$ cat src/design/jam_pkg.sv
// Shared types and constants of the joystick axis mapper.
// Used by jam_front, jam_div_cell and joystick_axis_mapper_unit; no dependencies.
`default_nettype none

package jam_pkg;

    localparam int SAMPLE_BITS_DEF = 12;   // default raw ADC sample width
    localparam int CFG_W           = 12;   // width of the range, deadband and margin fields
    localparam int FS_W            = 15;   // width of full_scale
    localparam int Q_W             = FS_W; // quotient bits, one per divider cell
    localparam int CMD_W           = 16;   // width of the signed command
    localparam int PROD_W          = CFG_W + FS_W;
    localparam int CFG_IDX_W       = 3;
    localparam int CFG_DATA_W      = 15;

    localparam logic [CFG_W-1:0] RST_RANGE_MIN    = 12'd0;
    localparam logic [CFG_W-1:0] RST_RANGE_CENTER = 12'd2048;
    localparam logic [CFG_W-1:0] RST_RANGE_MAX    = 12'd4095;
    localparam logic [CFG_W-1:0] RST_DEAD_WIDTH   = 12'd0;
    localparam logic [CFG_W-1:0] RST_MARGIN       = 12'd0;
    localparam logic [FS_W-1:0]  RST_FULL_SCALE   = 15'd1000;
    localparam logic             RST_REVERSE      = 1'b0;

    typedef enum logic [CFG_IDX_W-1:0] {
        CFG_RANGE_MIN    = 3'd0,
        CFG_RANGE_CENTER = 3'd1,
        CFG_RANGE_MAX    = 3'd2,
        CFG_DEAD_WIDTH   = 3'd3,
        CFG_MARGIN       = 3'd4,
        CFG_FULL_SCALE   = 3'd5,
        CFG_REVERSE      = 3'd6
    } cfg_idx_t;

    typedef struct packed {
        logic [CFG_W-1:0] range_min;
        logic [CFG_W-1:0] range_center;
        logic [CFG_W-1:0] range_max;
        logic [CFG_W-1:0] dead_width;
        logic [CFG_W-1:0] margin;
        logic [FS_W-1:0]  full_scale;
        logic             reverse;
    } cfg_t;

    // Partial division state handed from cell to cell.
    typedef struct packed {
        logic [CFG_W-1:0] rem;   // partial remainder, always below dvs
        logic [Q_W-1:0]   dvd;   // dividend bits still to shift in, MSB first
        logic [Q_W-1:0]   quo;   // quotient bits produced so far
        logic [CFG_W-1:0] dvs;   // divisor (span of the side taken)
        logic             neg;   // negate the quotient at the end
        logic             dead;  // sample fell inside the deadband
    } div_t;

endpackage

`default_nettype wire

$ cat src/design/jam_front.sv
// Front pipeline: range narrowing, clamp, centering, deadband and scaling product.
// Depends on jam_pkg; feeds the first jam_div_cell.
`default_nettype none

module jam_front #(
    parameter int SAMPLE_BITS = jam_pkg::SAMPLE_BITS_DEF
) (
    input  wire logic                   clk,
    input  wire logic                   rst_n,
    input  wire jam_pkg::cfg_t          cfg,
    input  wire logic                   in_valid,
    output logic                        in_ready,
    input  wire logic [SAMPLE_BITS-1:0] sample,
    output logic                        dn_valid,
    input  wire logic                   dn_ready,
    output jam_pkg::div_t               dn_data
);
    import jam_pkg::*;

    localparam int CMP_W = (SAMPLE_BITS > CFG_W) ? SAMPLE_BITS : CFG_W;

    // stage valid bits and load enables
    logic s1_v_reg, s2_v_reg, s3_v_reg, s4_v_reg;
    logic ld1, ld2, ld3, ld4;

    // stage 1: sample and effective limits
    logic [SAMPLE_BITS-1:0] s1_smp_reg;
    logic [CFG_W-1:0]       s1_lo_reg, s1_hi_reg;
    logic [CFG_W-1:0]       s1_lo_next, s1_hi_next;
    logic signed [CFG_W+1:0] lo_n, hi_n;

    // stage 2: signed offset from center
    logic signed [CFG_W:0]  s2_off_reg, s2_off_next;
    logic [CFG_W-1:0]       s2_lo_reg, s2_hi_reg;
    logic [CMP_W-1:0]       smp_ext, lo_ext, hi_ext;
    logic [CFG_W-1:0]       clamped;
    logic signed [CFG_W:0]  off_raw;

    // stage 3: deflection past the deadband and span of the side taken
    logic [CFG_W-1:0]       s3_a_reg, s3_span_reg;
    logic                   s3_neg_reg, s3_dead_reg, s3_zero_reg;
    logic signed [CFG_W+1:0] off14, db14, c14, a14, span_p, span_n, span_sel;
    logic                   pos, dead, zero;

    // stage 4: product and initial remainder
    div_t                   s4_reg, s4_next;
    logic [CFG_W-1:0]       a_lim;
    logic [PROD_W-1:0]      prod;

    assign ld4      = !s4_v_reg || dn_ready;
    assign ld3      = !s3_v_reg || ld4;
    assign ld2      = !s2_v_reg || ld3;
    assign ld1      = !s1_v_reg || ld2;
    assign in_ready = ld1;
    assign dn_valid = s4_v_reg;
    assign dn_data  = s4_reg;

    always_comb
    begin
        lo_n = {2'b00, cfg.range_min} + {2'b00, cfg.margin};
        hi_n = {2'b00, cfg.range_max} - {2'b00, cfg.margin};
        if (lo_n < hi_n)
        begin
            s1_lo_next = lo_n[CFG_W-1:0];
            s1_hi_next = hi_n[CFG_W-1:0];
        end
        else
        begin
            // narrowed range empty or a single point: fall back to min..max
            s1_lo_next = cfg.range_min;
            s1_hi_next = cfg.range_max;
        end
    end

    always_comb
    begin
        smp_ext = CMP_W'(s1_smp_reg);
        lo_ext  = CMP_W'(s1_lo_reg);
        hi_ext  = CMP_W'(s1_hi_reg);
        priority if (smp_ext < lo_ext)
            clamped = s1_lo_reg;
        else if (smp_ext > hi_ext)
            clamped = s1_hi_reg;
        else
            clamped = smp_ext[CFG_W-1:0];
        off_raw     = {1'b0, clamped} - {1'b0, cfg.range_center};
        s2_off_next = cfg.reverse ? -off_raw : off_raw;
    end

    always_comb
    begin
        off14  = {s2_off_reg[CFG_W], s2_off_reg};
        db14   = {2'b00, cfg.dead_width};
        c14    = {2'b00, cfg.range_center};
        dead   = (off14 > -db14) && (off14 < db14);
        pos    = off14 > 14'sd0;
        a14    = pos ? (off14 - db14) : (-off14 - db14);
        span_p = {2'b00, s2_hi_reg} - c14 - db14;
        span_n = c14 - {2'b00, s2_lo_reg} - db14;
        span_sel = pos ? span_p : span_n;
        zero   = dead || (span_sel <= 14'sd0) || (a14 <= 14'sd0);
    end

    always_comb
    begin
        a_lim = (s3_a_reg > s3_span_reg) ? s3_span_reg : s3_a_reg;
        prod  = PROD_W'(a_lim) * PROD_W'(cfg.full_scale);
        if (s3_zero_reg)
        begin
            // force a zero quotient
            s4_next.rem = '0;
            s4_next.dvd = '0;
            s4_next.dvs = CFG_W'(1);
        end
        else
        begin
            s4_next.rem = prod[PROD_W-1:Q_W];
            s4_next.dvd = prod[Q_W-1:0];
            s4_next.dvs = s3_span_reg;
        end
        s4_next.quo  = '0;
        s4_next.neg  = s3_neg_reg;
        s4_next.dead = s3_dead_reg;
    end

    always_ff @(posedge clk or negedge rst_n)
    begin
        if (!rst_n)
        begin
            s1_v_reg <= 1'b0;
            s2_v_reg <= 1'b0;
            s3_v_reg <= 1'b0;
            s4_v_reg <= 1'b0;
        end
        else
        begin
            if (ld1) s1_v_reg <= in_valid;
            if (ld2) s2_v_reg <= s1_v_reg;
            if (ld3) s3_v_reg <= s2_v_reg;
            if (ld4) s4_v_reg <= s3_v_reg;
        end
    end

    always_ff @(posedge clk)
    begin
        if (ld1)
        begin
            s1_smp_reg <= sample;
            s1_lo_reg  <= s1_lo_next;
            s1_hi_reg  <= s1_hi_next;
        end
        if (ld2)
        begin
            s2_off_reg <= s2_off_next;
            s2_lo_reg  <= s1_lo_reg;
            s2_hi_reg  <= s1_hi_reg;
        end
        if (ld3)
        begin
            s3_a_reg    <= a14[CFG_W-1:0];
            s3_span_reg <= span_sel[CFG_W-1:0];
            s3_neg_reg  <= !pos;
            s3_dead_reg <= dead;
            s3_zero_reg <= zero;
        end
        if (ld4)
            s4_reg <= s4_next;
    end

endmodule

`default_nettype wire

$ cat src/design/jam_div_cell.sv
// One restoring-division cell: produces one quotient bit per transaction.
// Depends on jam_pkg; chained in joystick_axis_mapper_unit.
`default_nettype none

module jam_div_cell (
    input  wire logic          clk,
    input  wire logic          rst_n,
    input  wire logic          up_valid,
    output logic               up_ready,
    input  wire jam_pkg::div_t up_data,
    output logic               dn_valid,
    input  wire logic          dn_ready,
    output jam_pkg::div_t      dn_data
);
    import jam_pkg::*;

    logic             v_reg;
    div_t             data_reg, data_next;
    logic [CFG_W:0]   trial, diff;
    logic             ge;

    assign up_ready = !v_reg || dn_ready;
    assign dn_valid = v_reg;
    assign dn_data  = data_reg;

    always_comb
    begin
        trial = {up_data.rem, up_data.dvd[Q_W-1]};
        ge    = trial >= {1'b0, up_data.dvs};
        diff  = trial - {1'b0, up_data.dvs};
        data_next      = up_data;
        data_next.rem  = ge ? diff[CFG_W-1:0] : trial[CFG_W-1:0];
        data_next.dvd  = {up_data.dvd[Q_W-2:0], 1'b0};
        data_next.quo  = {up_data.quo[Q_W-2:0], ge};
    end

    always_ff @(posedge clk or negedge rst_n)
    begin
        if (!rst_n)
            v_reg <= 1'b0;
        else if (up_ready)
            v_reg <= up_valid;
    end

    always_ff @(posedge clk)
    begin
        if (up_ready)
            data_reg <= data_next;
    end

`ifndef ASSERT_OFF
    a_rem_below_dvs: assert property (@(posedge clk) disable iff (!rst_n)
        v_reg |-> (data_reg.rem < data_reg.dvs))
        else $error("partial remainder not below divisor");

    a_dvs_nonzero: assert property (@(posedge clk) disable iff (!rst_n)
        v_reg |-> (data_reg.dvs != '0))
        else $error("zero divisor in division cell");
`endif

endmodule

`default_nettype wire

$ cat src/design/joystick_axis_mapper_unit.sv
// Top level of the joystick axis mapper: configuration registers, front pipeline,
// row of jam_div_cell division cells and the output register. Depends on jam_pkg.
//
//   Channel | Handshake            | Payload
//   --------+----------------------+--------------------------------------
//   cfg     | cfg_valid/cfg_ready  | cfg_index[2:0], cfg_data[14:0]
//   in      | in_valid/in_ready    | sample[SAMPLE_BITS-1:0]
//   out     | out_valid/out_ready  | command[15:0] signed, in_dead_zone
//
// Flow: one transaction per cycle sustained while out_ready stays high; a result passes
//   through 4 front stages, 15 division cells and 1 output register, all registered.
//   Most of these stages are the row of division cells, one quotient bit each.
// Reset: clears all valid bits and loads the register defaults; no clearing pass.
// Stalls: ready ripples back stage by stage, so empty stages keep taking input
//   while a result waits at the output. cfg_ready is always high.
`default_nettype none

module joystick_axis_mapper_unit #(
    parameter int SAMPLE_BITS = jam_pkg::SAMPLE_BITS_DEF
) (
    input  wire logic                             clk,
    input  wire logic                             rst_n,
    input  wire logic                             cfg_valid,
    output logic                                  cfg_ready,
    input  wire logic [jam_pkg::CFG_IDX_W-1:0]    cfg_index,
    input  wire logic [jam_pkg::CFG_DATA_W-1:0]   cfg_data,
    input  wire logic                             in_valid,
    output logic                                  in_ready,
    input  wire logic [SAMPLE_BITS-1:0]           sample,
    output logic                                  out_valid,
    input  wire logic                             out_ready,
    output logic signed [jam_pkg::CMD_W-1:0]      command,
    output logic                                  in_dead_zone
);
    import jam_pkg::*;

    // configuration registers
    cfg_t cfg_reg;

    // division chain: entry 0 comes from the front, entry Q_W goes to the output
    logic chain_valid [0:Q_W];
    logic chain_ready [0:Q_W];
    div_t chain_data  [0:Q_W];

    // output register
    logic                    out_valid_reg;
    logic signed [CMD_W-1:0] command_reg, command_next;
    logic                    dead_reg;
    logic                    ld_out;
    logic [CMD_W-1:0]        q_ext;

    assign cfg_ready = 1'b1;

    // Decode the register index; drop writes beyond the list.
    always_ff @(posedge clk or negedge rst_n)
    begin
        if (!rst_n)
        begin
            cfg_reg.range_min    <= RST_RANGE_MIN;
            cfg_reg.range_center <= RST_RANGE_CENTER;
            cfg_reg.range_max    <= RST_RANGE_MAX;
            cfg_reg.dead_width   <= RST_DEAD_WIDTH;
            cfg_reg.margin       <= RST_MARGIN;
            cfg_reg.full_scale   <= RST_FULL_SCALE;
            cfg_reg.reverse      <= RST_REVERSE;
        end
        else if (cfg_valid && cfg_ready)
        begin
            unique case (cfg_idx_t'(cfg_index))
                CFG_RANGE_MIN:    cfg_reg.range_min    <= cfg_data[CFG_W-1:0];
                CFG_RANGE_CENTER: cfg_reg.range_center <= cfg_data[CFG_W-1:0];
                CFG_RANGE_MAX:    cfg_reg.range_max    <= cfg_data[CFG_W-1:0];
                CFG_DEAD_WIDTH:   cfg_reg.dead_width   <= cfg_data[CFG_W-1:0];
                CFG_MARGIN:       cfg_reg.margin       <= cfg_data[CFG_W-1:0];
                CFG_FULL_SCALE:   cfg_reg.full_scale   <= cfg_data[FS_W-1:0];
                CFG_REVERSE:      cfg_reg.reverse      <= cfg_data[0];
                default:          ;
            endcase
        end
    end

    // Limits, clamp, centering, deadband and the scaling product.
    jam_front #(
        .SAMPLE_BITS (SAMPLE_BITS)
    ) u_front (
        .clk      (clk),
        .rst_n    (rst_n),
        .cfg      (cfg_reg),
        .in_valid (in_valid),
        .in_ready (in_ready),
        .sample   (sample),
        .dn_valid (chain_valid[0]),
        .dn_ready (chain_ready[0]),
        .dn_data  (chain_data[0])
    );

    // One cell per quotient bit; each hands its transaction to the next.
    for (genvar k = 0; k < Q_W; k++)
    begin : g_cell
        jam_div_cell u_cell (
            .clk      (clk),
            .rst_n    (rst_n),
            .up_valid (chain_valid[k]),
            .up_ready (chain_ready[k]),
            .up_data  (chain_data[k]),
            .dn_valid (chain_valid[k+1]),
            .dn_ready (chain_ready[k+1]),
            .dn_data  (chain_data[k+1])
        );
    end

    // Apply the side's sign and hold the result until it is taken.
    assign ld_out             = !out_valid_reg || out_ready;
    assign chain_ready[Q_W]   = ld_out;
    assign q_ext              = {1'b0, chain_data[Q_W].quo};
    assign command_next       = chain_data[Q_W].neg ? -q_ext : q_ext;

    always_ff @(posedge clk or negedge rst_n)
    begin
        if (!rst_n)
            out_valid_reg <= 1'b0;
        else if (ld_out)
            out_valid_reg <= chain_valid[Q_W];
    end

    always_ff @(posedge clk)
    begin
        if (ld_out)
        begin
            command_reg <= command_next;
            dead_reg    <= chain_data[Q_W].dead;
        end
    end

    assign out_valid    = out_valid_reg;
    assign command      = command_reg;
    assign in_dead_zone = dead_reg;

`ifndef ASSERT_OFF
    a_stall_only_when_full: assert property (@(posedge clk) disable iff (!rst_n)
        !in_ready |-> (out_valid_reg && !out_ready))
        else $error("input stalled while the output is free");

    a_dead_gives_zero: assert property (@(posedge clk) disable iff (!rst_n)
        (out_valid_reg && dead_reg) |-> (command_reg == '0))
        else $error("deadband result with nonzero command");
`endif

endmodule

`default_nettype wire
$ cat config.mk
export PLATFORM = sky130hd
export DESIGN_NAME = joystick_axis_mapper_unit
export DESIGN_NICKNAME = d
export VERILOG_FILES = /design/src/design/jam_pkg.sv /design/src/design/jam_front.sv /design/src/design/jam_div_cell.sv /design/src/design/joystick_axis_mapper_unit.sv
export SDC_FILE = /design/constraint.sdc
export NUM_CORES = 2
export LEC_CHECK = 0
export BUFFER_PORTS_ARGS = -buffer_cell sky130_fd_sc_hd__buf_2
export CORE_UTILIZATION = 30
export CTS_CLUSTER_SIZE = 40
export DETAILED_ROUTE_END_ITERATION = 8
export GPL_ROUTABILITY_DRIVEN = 0
export GPL_TIMING_DRIVEN = 0
export PLACE_DENSITY = 0.43
export SLEW_MARGIN = 20
export SYNTH_ARGS = -nofsm -noshare
export SYNTH_HDL_FRONTEND = slang
export SYNTH_HIERARCHICAL = 1
export SYNTH_SLANG_ARGS = --single-unit
$ cat constraint.sdc
create_clock -name clk -period 39.9 [get_ports clk]
set_clock_uncertainty 0.15 [all_clocks]
set_input_delay 3.99 -clock clk [delete_from_list [all_inputs] [get_ports clk]]
set_output_delay 3.99 -clock clk [all_outputs]
set_load 0.02 [all_outputs]
# Word-level counts from Yosys, hierarchy flattened
# Cells that the tools add are included.
word_totals:
  ff_bits: 845
  output_inout_bits: 20
  wordCells: 266
classes:
  addsub: 27
  mul: 1
  order_cmp: 24
  n_eq_ne: 6
  n_mux: 23
  reduce_logical: 52
ops:
  columns: ["op", "n"]
  rows:
  - ["2-to-1 mux 12 bit", 19]
  - ["greater-or-equal comparator 13 x 12 -> 1 bit", 15]
  - ["subtractor 12 bit", 14]
  - ["subtractor 12 x 12 -> 13 bit", 4]
  - ["<= comparator 14 x 1 -> 1 bit, second input constant", 2]
  - ["2-to-1 mux 14 bit", 2]
  - ["subtractor 14 x 12 -> 14 bit", 2]
  - ["multiplier 12 x 15 -> 27 bit", 1]
  - ["> comparator 12 bit", 2]
  - ["logical OR 1 bit", 22]
  - ["zero test 1 bit", 21]
  - ["negator 15 -> 16 bit", 1]
  - ["2-to-1 mux 15 bit", 1]
  - ["> comparator 13 x 14 -> 1 bit", 1]
  - ["less-than comparator 14 bit", 1]
  - ["negator 12 -> 14 bit", 1]
  - ["negator 13 -> 14 bit", 1]
  - ["AND reduction 2 bit", 7]
  - ["subtractor 13 x 13 -> 14 bit", 1]
  - ["subtractor 14 x 13 -> 14 bit", 1]
  - ["adder 12 x 12 -> 13 bit", 1]
  - ["> comparator 13 x 1 -> 1 bit, second input constant", 1]
  - ["less-than comparator 13 bit", 1]
  - ["2-to-1 mux 13 bit", 1]
  - ["7 further kinds", 10]

# Depth between registers and ports, before layout
logic_depth:
  word_depth: 21
  ltp_mapped: 33

# Modules after synthesis
# The synthesis kept the hierarchy.
modules_own_cells:
  columns: ["mod", "n_inst", "cells_each", "area_each_um2", "seq_area_each_um2"]
  rows:
  - ["jam_div_cell", 15, 168, 2556.2, 1676.6]
  - ["jam_front", 1, 1827, 17411.7, 4334.2]
  - ["joystick_axis_mapper_unit", 1, 235, 3763.6, 2461.1]

# Worst setup path before layout
# No wires, ideal clock.
synth_path:
  kind: "input to output"
  from: "input port out_ready"
  to: "output port in_ready"
  arrival_time_ns: 28.906
  t_required_ns: 35.760
  slack_ns: 6.854
  path_stages: 18
  n_path_buf: 0
  cell_sequence: "nand2b_1 nand2b_1 nand2b_1 nand2b_1 nand2b_1 nand2b_1 nand2b_1 nand2b_1 nand2b_1 nand2b_1 nand2b_1 nand2b_1 nand2b_1 nand2b_1 nand2b_1 nand2b_1 nor2b_1 nand4_1"
synth_lines:
  columns: ["item", "line_no", "source"]
  rows:
  - ["start, declared", "joystick_axis_mapper_unit.sv:31", "input wire logic out_ready,"]
  - ["end, declared", "joystick_axis_mapper_unit.sv:28", "output logic in_ready,"]

==> results.json <==
{
  "top_level_ports": 55,
  "cts_resized": 0,
  "drtIter0Drc": 1819,
  "grt.total_usage_pct": 13.6,
  "required_ns": 35.76,
  "critPathSlowestCell": "nand2b_1",
  "routed_wl_mm": 118,
  "cts_tree": "built",
  "critical-path-top-delay-family": "simple AND/OR/NAND/NOR gates",
  "clk_pin_slew_ns": 0.05,
  "clk_latency_ns": 0.71,
  "synth_fp_nets": 4843,
  "mostFrequentLayoutCells": "edfxtp_1, inv_1, ha_1",
  "maxSlewViolCount": 0,
  "cts_root_buf": "clkbuf_16",
  "drt_pass1_iterations": 5,
  "die_height_um": 417,
  "grt_pass1_wl_mm": 184,
  "setup_viol": 0,
  "num_rows": 152,
  "hold_viol": 0,
  "htree_num_levels": 3,
  "area_growth_pct": 12.8,
  "ant_nets": 0,
  "wl_per_cell_um": 17.4,
  "setup-tns-final_ns": 0,
  "hold_end": "g_cell[4].u_cell/dn_data[18]",
  "status": "complete, no violations",
  "r2r-end": "u_front/s1_smp_reg[0]",
  "min_period_ns": 18.50,
  "drcViolationCount": 0,
  "layout_commonest_cell": "edfxtp_1",
  "die_w_um": 417,
  "numCtsBuffers": 97,
  "crit_start": "out_ready",
  "start_util_pct": 30.2,
  "crit_path_frequent_cell": "nand2b_2",
  "synth_area_um2": 51700,
  "crit_chain": "buf_2 -> nand2b_1 -> nand2b_1 -> nand2b_4 -> nand2b_2 -> nand2b_2 -> nand2b_2 -> nand2b_2 -> nand2b_2 -> nand2b_2 -> nand2b_2 -> nand2b_2 -> nand2b_2 -> nand2b_2 -> nand2b_2 -> nand2b_2 -> nand2b_2 -> nor2b_1 -> nand4_1 -> buf_6 -> buf_6 -> buf_2",
  "crit_arrival_ns": 14.36,
  "fmax_mhz": 54.0,
  "cts_sinks": 845,
  "rsz0062_at_grt": "false",
  "reg2regPathDepth": 20,
  "cp-start-kind": "primary input",
  "core_area_um2": 171000,
  "crit_path_max_incr_delay_ns": 0.79,
  "min-delay-start": "g_cell[3].u_cell/dn_data[17]",
  "vias": 31400,
  "path_buf_inv": 4,
  "finalInstanceArea_um2": 58400,
  "cts_hold_buf": 0,
  "die_area_um2": 174000,
  "crit_type": "primary input to output port",
  "largest_reg_flops": 591,
  "overflow": 0,
  "vias_per_cell": 4.61,
  "endpoint_kind": "output port",
  "port_buffers": 53,
  "holdPathStages": 0,
  "avgSynthCellArea_um2": 12.2,
  "dpl.hpwl_mm": 93.0,
  "drive_above_1_share_pct": 13.6,
  "grt_pass1_vias": 31900,
  "max_cap_viol_count": 0,
  "ys_warn_count": 6,
  "place_area_um2": 55300,
  "clockBufferDepth": 3,
  "hold_class": "flop to flop",
  "slew_headroom_pct": 30.8,
  "finalCoreUtilization_pct": 34.1,
  "path_max_fanout": 43,
  "cts_setup_buffers": 0,
  "reg2reg_slack_ns": 29.14,
  "nets": 5014,
  "tightestPinTransition_ns": 1.04,
  "period_share_pct": 46.4,
  "grt_start_max_net_pins": 55,
  "reg2reg_from": "out_valid",
  "synth_cells": 4241,
  "antenna_found_initial": 6
}
-- routing by layer --
metal  GRT usage [%]  up-vias  share of wire [%]
met1            18.0    15300                 47
met3            1.81      144                2.9
met4            3.45        2                2.1
li1                -    15500                  -
met2            23.3      413                 48
met5               0        -             0.0093
-- worst register-to-register path: stages (launching register included) --
cell and delay (ns):
dfrtp_1 0.34, nand2b_1 0.54, nand2b_1 0.80, nand2b_4 0.64, nand2b_2 0.57, nand2b_2 0.52
nand2b_2 0.47, nand2b_2 0.53, nand2b_2 0.51, nand2b_2 0.51, nand2b_2 0.50, nand2b_2 0.47
nand2b_2 0.47, nand2b_2 0.47, nand2b_2 0.48, nand2b_2 0.47, nand2b_2 0.48, nor2b_1 0.50
nand4_1 0.57, buf_6 0.37, buf_6 0.18
-- worst max path at each step --
stage	endpoint	slack, ns	cells after the start
final	in_ready	21.40	22
after detailed placement	in_ready	20.85	22
after CTS	in_ready	20.83	22
after global routing	in_ready	20.23	22
after floorplan	in_ready	12.65	18
after global placement	in_ready	4.02	20
-- area by class of cell --
class	count	area, µm²
Tap cell	2310	2890
Antenna cell	2	5.00
Clock inverter	46	457
Clock buffer	133	2590
Fill cell	17100	113000
Timing Repair Buffer	72	644
Inverter	532	2000
Buffer	84	515
Sequential cell	845	24900
Multi-Input combinational cell	2780	24300
-- per-stage QoR --
stage	hold WS (ns)	std cells	setup WS (ns)
6_report	0.249	6804	21.40
4_1_cts	0.237	6802	20.83
3_3_place_gp	0.250	6604	4.02
3_5_place_dp	0.255	6623	20.85
2_1_floorplan	0.250	4241	12.65
5_1_grt	0.247	6802	20.23
Power is left out: the tool's default activity adds up to more than one toggle a clock period on the data nets, which glitch-free logic cannot reach.
